==> config.mk <==
export PLATFORM = sky130hd
export DESIGN_NAME = cflv_ram
export DESIGN_NICKNAME = d
export VERILOG_FILES = /design/src/rtl/clean_first_lru_victim_select_assert.svh /design/src/rtl/cflv_ram.sv
export SDC_FILE = /design/constraint.sdc
export NUM_CORES = 1
export LEC_CHECK = 0
export BUFFER_PORTS_ARGS = -buffer_cell sky130_fd_sc_hd__buf_2
export CAP_MARGIN = 20
export CORE_UTILIZATION = 40
export CTS_CLUSTER_SIZE = 24
export DETAILED_ROUTE_END_ITERATION = 7
export SLEW_MARGIN = 20
export SYNTH_ARGS = -nofsm -noshare
export SYNTH_HDL_FRONTEND = slang
export SYNTH_SLANG_ARGS = --single-unit
==> constraint.sdc <==
create_clock -name clk -period 1.29 [get_ports clk]
set_input_delay 0.129 -clock clk [delete_from_list [all_inputs] [get_ports clk]]
set_output_delay 0.129 -clock clk [all_outputs]
set_load 0.02 [all_outputs]
==> src/rtl/clean_first_lru_victim_select_assert.svh <==
// assertion macros for the clean-first lru victim select block
`ifndef CLEAN_FIRST_LRU_VICTIM_SELECT_ASSERT_SVH
`define CLEAN_FIRST_LRU_VICTIM_SELECT_ASSERT_SVH

// same-cycle implication, checked on clk and disabled in reset
`define CFLV_ASSERT_SAME(lbl, ante, cons, msg) \
  lbl: assert property (@(posedge clk) disable iff (rst) (ante) |-> (cons)) else $error(msg);

// next-cycle implication, checked on clk and disabled in reset
`define CFLV_ASSERT_NEXT(lbl, ante, cons, msg) \
  lbl: assert property (@(posedge clk) disable iff (rst) (ante) |=> (cons)) else $error(msg);

`endif

==> src/rtl/cflv_ram.sv <==
// generic single-write, single-read ram with registered read data
module cflv_ram #(
  parameter int WIDTH = 8,
  parameter int DEPTH = 2,
  localparam int AW = (DEPTH > 1) ? $clog2(DEPTH) : 1
) (
  input  logic             clk,
  input  logic             wr_en,
  input  logic [AW-1:0]    wr_addr,
  input  logic [WIDTH-1:0] wr_data,
  input  logic             rd_en,
  input  logic [AW-1:0]    rd_addr,
  output logic [WIDTH-1:0] rd_data
);

  logic [WIDTH-1:0] mem [DEPTH];

  // write port
  always_ff @(posedge clk) begin
    if (wr_en) begin
      mem[wr_addr] <= wr_data;
    end
  end

  // read port, data holds until the next read
  always_ff @(posedge clk) begin
    if (rd_en) begin
      rd_data <= mem[rd_addr];
    end
  end

endmodule

==> metrics.txt, run 1 <==
RD Place Congestion=0.605; Period minus WS final=0.970 ns; starting density of the core=43.2%; Die Y=48.5 um; layout cells sized above 1=48.5%; Setup CP Type=flop to primary output; Synth Register Bits=24; cell family with most CP delay=flip-flops; Hold WS=0.0197 ns; Worst EP arrival=0.84 ns; Worst-path clk slew=0.12 ns; Clock Latency Late Sink=0.30 ns; Mean Syn Cell Area=24.7 um2; Req. time, crit path=1.16 ns; Core Area=2000 um2; # IOs=21; Static Leak=0.427 nW; CTS tree=yes; Die Area=2350 um2; post-cts resize count=0; endpoints failing hold=0; peak supply drop=592 uV; critical path cell sequence=buf_2; Synth cell types=5; initial drt markers=7; Final Non-Filler Cells=93; IO Port Bufs=20; H-tree levels=1; HP Class=primary input to flop; Multi-input gate area=133 um2; RSZ-0062 raised after global routing=no; register area share after synthesis=83.4%; Syn Nets=48; FP Rows=16; crit path max fanout=1; buffers plus inverters on the worst setup path=1; pwr dens=1270 nW/um2; fill count=169; Critical Path End Type=primary output; CP max-delay cell=edfxtp_1; via density per instance=4.27; worst slew pin tran=0.377 ns; Core Util, Final=54.5%; Mapped Area=865 um2; DRT Pass-1 Iters=2; Max Freq=1030 MHz; outcome=finished clean; root buf cell=clkbuf_4; CTS Buffer Depth=2; drc violations=0; cts bufs inserted=3; placed cells=82; Max-slew headroom=74.8%; max_cap viols=0; Vias=397; WL final=1060 um; first-pass GRT wire length=1690 um; Tot GR Track Use=10.1%; wire per inst=11.4 um; Pins Over Slew Limit=0; antenna-violating nets left=0; GRT overflow=0; register area=721 um2; startpoint types=flop; largest net degree at the start of global routing=14; period utilization=75.2%; post-synthesis instance total=35; clk sinks=24; endpoints failing setup=0; area grow syn2layout=26.2%; Warnings, synthesis=0; die outline width=48.5 um; setup tns final=0 ns; Max stage delay on crit path=0.38 ns; # diodes=0; Final nets=80; clk_skew=0.00217 ns; antenna violations before repair=0; vias in the first global route=381
## flip-flops by register name, indices dropped and copies added (netlist names)
register and flops:
mem 16, rd_data 8
## cell type report
type	instances	area share, %
multi-input combinational	10	12.2
sequential	24	66.1
clock inverter	1	0.344
tap	27	3.10
timing repair buffer	28	16.3
clock buffer	3	2.06
## Yosys cell counts (all sizes together)
| cell type | instances | area [um2] |
|---|---|---|
| nor2b | 1 | 6.26 |
| and2 | 1 | 6.26 |
| edfxtp | 24 | 721 |
| mux2 | 8 | 120 |
| buf | 1 | 11.3 |
## per-stage QoR
step / power (mW) / area, um2 / setup slack [ns]
after detailed placement: 1.08 / 995 / 0.302
after global placement: 1.07 / 995 / 0.318
after global routing: 1.44 / 1090 / 0.263
after floorplan: 1.03 / 865 / 0.368
after CTS: 1.40 / 1070 / 0.294
final: 1.38 / 1090 / 0.320
## final timing paths
path / cells after the start / from / slack [ns] / end
setup reg to reg: 1 / mem[0][0] / 0.40 / rd_data[0]
hold / removal: 1 / wr_data[3] / 0.02 / mem[1][3]
hold reg to reg: 1 / mem[1][4] / 0.56 / rd_data[4]
setup / recovery: 1 / rd_data[7] / 0.32 / rd_data[7]
## what timing repair did
action                                 in CTS  in global routing
setup endpoints to repair                   0                  0
endpoints found under the hold margin       9                  4
hold buffers                                5                  2
buffers inserted                            0                  0
## placed cells by master (no fill, tap or decap)
master,synthesis,routed
edfxtp_1,24,24
buf_2,0,20
mux2_4,8,8
dlygate4sd3_1,0,7
clkbuf_4,0,3
nor2b_1,1,1
and2_1,1,1
clkinv_1,0,1
buf_4,0,1
## cells by family after synthesis
| logic type | Yosys count | share of synthesized area (%) |
|---|---|---|
| mux | 8 | 13.9 |
| buf+inv | 1 | 1.30 |
| simple gates | 2 | 1.45 |
| flops | 24 | 83.4 |
## report_power, final
part	internal, mW	switching [mW]
registers	0.920	0.0113
clock network	0.113	0.197
logic	0.0753	0.0654
total	1.11	0.274
## metal layers
layer	routed length [um]	vias up	track usage (%)
met5	0	-	0
met2	485	16	16.7
met4	10	0	5.88
met1	513	179	11.7
met3	49	2	3.14
li1	-	200	-
Power figures use the tool's default switching activity.
==> run 2, diff against run 1 <==
Clock period 1.29 ns to 0.9 ns, I/O delays scaled along.
==> metrics.txt, run 2 (synthesis results as in run 1) <==
Finished Cell Area=1120 um2 (+3.0%); crit path max fanout=1 (unchanged); outcome=finished, violations left; die outline width=48.5 um (unchanged); metal3 WL=61 um (+24%); Largest regs=mem: 16 flops, rd_data: 8 flops; clk_skew=0.00125 ns (-0.000923 ns); CTS tree=yes; fill count=165 (-2.4%); DRT Pass-1 Iters=4 (+2); RD Place Congestion=0.599 (-1.1%); setup tns final=-0.116 ns (-0.116 ns); starting density of the core=43.2% (unchanged); most common cell after layout, fill and taps aside=edfxtp_1; CTS Buffer Depth=2 (unchanged); IO Port Bufs=20 (unchanged); Worst-path clk slew=0.11 ns (about the same); endpoints failing setup=8 (+8); RSZ-0062 raised after global routing=yes; WP depth=1 (unchanged); most frequent cells in the layout=edfxtp_1, buf_2, mux2_4, dlygate4sd3_1, clkbuf_4; first-pass GRT wire length=1660 um (-1.7%); max reg flops=16 (unchanged); Max Freq=1080 MHz; Die Area=2350 um2 (unchanged); peak supply drop=1130 uV (+91%); antenna violations before repair=0 (unchanged); post-CTS setup buffer count=0 (unchanged); cts bufs inserted=3 (unchanged); Core Area=2000 um2 (unchanged); Die Y=48.5 um (unchanged); layout cells sized above 1=49.3% (+0.77 points); Clock Latency Late Sink=0.29 ns (about the same); placed cells=83 (+1.2%); met2 WL=555 um (+14%); drc violations=0 (unchanged); cell family with most CP delay=flip-flops; register area=721 um2 (unchanged); # IOs=21 (unchanged); Period minus WS final=0.923 ns; Final nets=82 (+2.5%); vias in the first global route=375 (-1.6%); Setup CP Type=flop to primary output; buffers plus inverters on the worst setup path=1 (unchanged); FP Rows=16 (unchanged); Final Non-Filler Cells=94 (+1.1%); HP Class=primary input to flop; period utilization=103%; CP max-delay cell=edfxtp_1; # diodes=0 (unchanged); Req. time, crit path=0.81 ns (-0.35 ns); Multi-input gate area=133 um2 (unchanged); critical path cell sequence=buf_2; endpoints failing hold=0 (unchanged); Worst EP arrival=0.83 ns (about the same); Reg2Reg Depth=1 (unchanged); pwr dens=1770 nW/um2 (+40%); DRT met1 WL=460 um (-10%); largest net degree at the start of global routing=13 (-1); Critical Path End Type=primary output; Top reg by flops=mem; worst setup margin=-0.0228 ns (-0.342 ns); WL final=1080 um (+1.9%); GRT overflow=0 (unchanged); Placement Cell Area=1010 um2 (+2.0%); clk sinks=24 (unchanged); Highest Signal Layer=met3; area grow syn2layout=30.0%; failing checks=negative setup slack; Power, Total=1.98 mW (+44%); worst slew pin tran=0.264 ns (-0.114 ns); Vias=401 (+1.0%); wire per inst=11.5 um (+0.81%); startpoint types=flop; antenna-violating nets left=0 (unchanged); Max stage delay on crit path=0.38 ns (about the same); Max-slew headroom=82.4% (+7.6 points); Static Leak=0.441 nW (+3.2%); initial drt markers=10 (+3); root buf cell=clkbuf_4; hold depth=1 (unchanged); Pins Over Slew Limit=0 (unchanged); DP Worst Slack=-0.0452 ns (-0.347 ns); Tot GR Track Use=9.99% (-0.15 points); H-tree levels=1 (unchanged); max_cap viols=0 (unchanged); via density per instance=4.27 (about the same)
run 2: worst paths after layout:
check | start | endpoint | slack, ns
hold / removal | rd_en | rd_data[5] | 0.12
setup / recovery | rd_data[5] | rd_data[5] | -0.02
setup reg to reg | mem[0][0] | rd_data[0] | 0
hold reg to reg | mem[0][2] | rd_data[2] | 0.56
run 2: final cells by class:
class                           instances  share of cell area, %
Clock buffer                            3                   2.00
Sequential cell                        24                   64.1
Timing Repair Buffer                   30                   19.0
Tap cell                               27                   3.01
Multi-Input combinational cell         10                   11.8
run 2: through the flow:
stage	util, %	hold slack, ns
floorplan	-	0.189
global placement	50.7	0.280
detailed placement	50.7	0.282
CTS	55.8	0.122
global route	56.1	0.107
finish	56.1	0.123
run 2: timing repair:
action | CTS | global route
pin swaps | 0 | 0
gates resized for setup | 0 | 2
hold buffers | 8 | 0
endpoints found under the setup margin | 10 | 13
hold endpoints to repair | 16 | 0
run 2: report_power, final:
group / switching [mW] / internal, mW
clock network: 0.275 / 0.156
logic: 0.0954 / 0.123
registers: 0.0179 / 1.32
total: 0.388 / 1.60
run 2: routing by layer:
layer,up-vias,track usage (%)
li1,202,-
met1,180,11.3
met2,19,16.7
met3,0,4.09
met4,0,4.41
met5,-,0
==> run 3, diff against run 2 <==
Settings changed: BUFFER_PORTS_ARGS -buffer_cell sky130_fd_sc_hd__buf_2 to -buffer_cell sky130_fd_sc_hd__clkbuf_2, SETUP_SLACK_MARGIN set to 0.4.
==> metrics.txt, run 3 (synthesis results as in run 1) <==
outcome=finished, violations left; failing checks=negative hold slack, negative setup slack; first-pass GRT wire length=1560 um (-6.2%); peak supply drop=1520 uV (+34%); DRT Pass-1 Iters=4 (unchanged); die outline width=48.5 um (unchanged); WL final=939 um (-13%); FP Rows=16 (unchanged); Tot GR Track Use=9.05% (-0.95 points); layout cells sized above 1=58.6% (+9.4 points); Finished Cell Area=1060 um2 (-6.0%); internal power=1.86 mW (+17%); antenna-violating nets left=0 (unchanged); Top reg by flops=mem; area grow syn2layout=22.1%; clk sinks=24 (unchanged); CP max-delay cell=edfxtp_1; Max Freq=1060 MHz (-1.8%); vias in the first global route=329 (-12%); Setup CP Type=flop to primary output; hold depth=1 (unchanged); Period minus WS final=0.940 ns (+0.0172 ns); clk_skew=0.00479 ns (+0.00354 ns); Clock Latency Late Sink=0.31 ns (+0.02 ns); period utilization=104% (+1.9 points); max_cap viols=0 (unchanged); CTS Buffer Depth=2 (unchanged); startpoint types=flop; Core Area=2000 um2 (unchanged); Hold EP=mem[1][7]; antenna violations before repair=0 (unchanged); Largest regs=mem: 16 flops, rd_data: 8 flops; via density per instance=4.29 (+0.66%); setup tns final=-0.247 ns (-0.131 ns); Die Y=48.5 um (unchanged); Comb power frac=8.0% (-3.0 points); # IOs=21 (unchanged); initial drt markers=10 (unchanged); Placement Cell Area=997 um2 (-1.7%); GRT overflow=0 (unchanged); starting density of the core=43.2% (unchanged); worst setup margin=-0.0399 ns (-0.0172 ns); Vias=365 (-9.0%); critical path cell sequence=buf_2; max reg flops=16 (unchanged); H-tree levels=1 (unchanged); Worst-path clk slew=0.13 ns (+0.02 ns); CTS tree=yes; root buf cell=clkbuf_4; IO Port Bufs=20 (unchanged); Max stage delay on crit path=0.38 ns (about the same); worst reg2reg startpoint=mem[0][2]; endpoints failing setup=9 (+1); HP Class=primary input to flop; Max-slew headroom=81.3% (-1.1 points); most frequent cells in the layout=edfxtp_1, clkbuf_2, mux2_4; cell family with most CP delay=flip-flops; worst slew pin tran=0.280 ns (+0.0169 ns); Reg2Reg Depth=1 (unchanged); cts bufs inserted=3 (unchanged); Die Area=2350 um2 (unchanged); buffers plus inverters on the worst setup path=1 (unchanged); Hold Startpoint=wr_data[7]; Psw=0.415 mW (+7.1%); RSZ-0062 raised after global routing=yes; wire per inst=11.0 um (-3.6%); endpoints failing hold=16 (+16); clock power share=33.3% (+12 points); RD Place Congestion=0.635 (+6.0%); drc violations=0 (unchanged); R2R setup slack=0 ns (unchanged); Req. time, crit path=0.81 ns (about the same); reg-to-reg endpoint=rd_data[2]; Final nets=72 (-12%); Hold WS=-0.0380 ns (-0.162 ns); most common cell after layout, fill and taps aside=edfxtp_1; pwr dens=2160 nW/um2 (+22%); largest net degree at the start of global routing=15 (+2); Worst EP arrival=0.85 ns (+0.02 ns); Sw Share=18.2% (-1.3 points); # diodes=0 (unchanged); crit path max fanout=1 (unchanged); Pins Over Slew Limit=0 (unchanged); Reg power frac=58.7% (-8.6 points); Static Leak=0.417 nW (-5.3%); Critical Path End Type=primary output; post-CTS setup buffer count=0 (unchanged); DP Worst Slack=-0.0451 ns (+0.000122 ns)
==> run 3: worst max-delay path by stage <==
stage               startpoint    endpoint  cells after the start
global route        rd_data[6]  rd_data[6]                      1
detailed placement     rd_addr  rd_data[1]                      2
CTS                 rd_data[6]  rd_data[6]                      1
global placement       rd_addr  rd_data[7]                      2
finish              rd_data[6]  rd_data[6]                      1
floorplan            mem[0][0]  rd_data[0]                      1
==> run 3: metrics by stage <==
step	power [mW]	hold WS, ns	instances	util [%]
after floorplan	1.48	0.189	35	-
after global placement	1.54	0.280	81	49.8
after detailed placement	1.55	0.284	81	49.8
after CTS	2.29	-0.0453	85	52.4
after global routing	2.35	-0.0549	85	52.8
final	2.28	-0.0380	85	52.8
==> run 3: cell type report <==
cell class                 count  area, um2
tap                           27       33.8
timing repair buffer          20        106
fill                         166        946
clock buffer                   3       22.5
clock inverter                 1       30.0
multi-input combinational     10        143
sequential                    24        721
==> run 3: what timing repair did <==
| item | 4_1_cts | 5_1_grt |
|---|---|---|
| gates cloned | 0 | 0 |
| endpoints found under the hold margin | 16 | 16 |
| endpoints found under the setup margin | 16 | 16 |
| gates resized for setup | 0 | 10 |
==> run 3: routing by layer <==
| metal | share of wire (%) | track usage, % |
|---|---|---|
| met1 | 45 | 11.7 |
| met2 | 49 | 13.8 |
| met3 | 5.5 | 2.83 |
| met4 | 0 | 4.41 |
| met5 | 0 | 0 |
==> run 3: power by group through the flow <==
stage	clock, mW	combinational [mW]	sequential [mW]
floorplan	0	0.0810	1.40
finish	0.758	0.182	1.34
global placement	0	0.177	1.36
CTS	0.770	0.181	1.34
global route	0.814	0.196	1.34
detailed placement	0	0.181	1.37
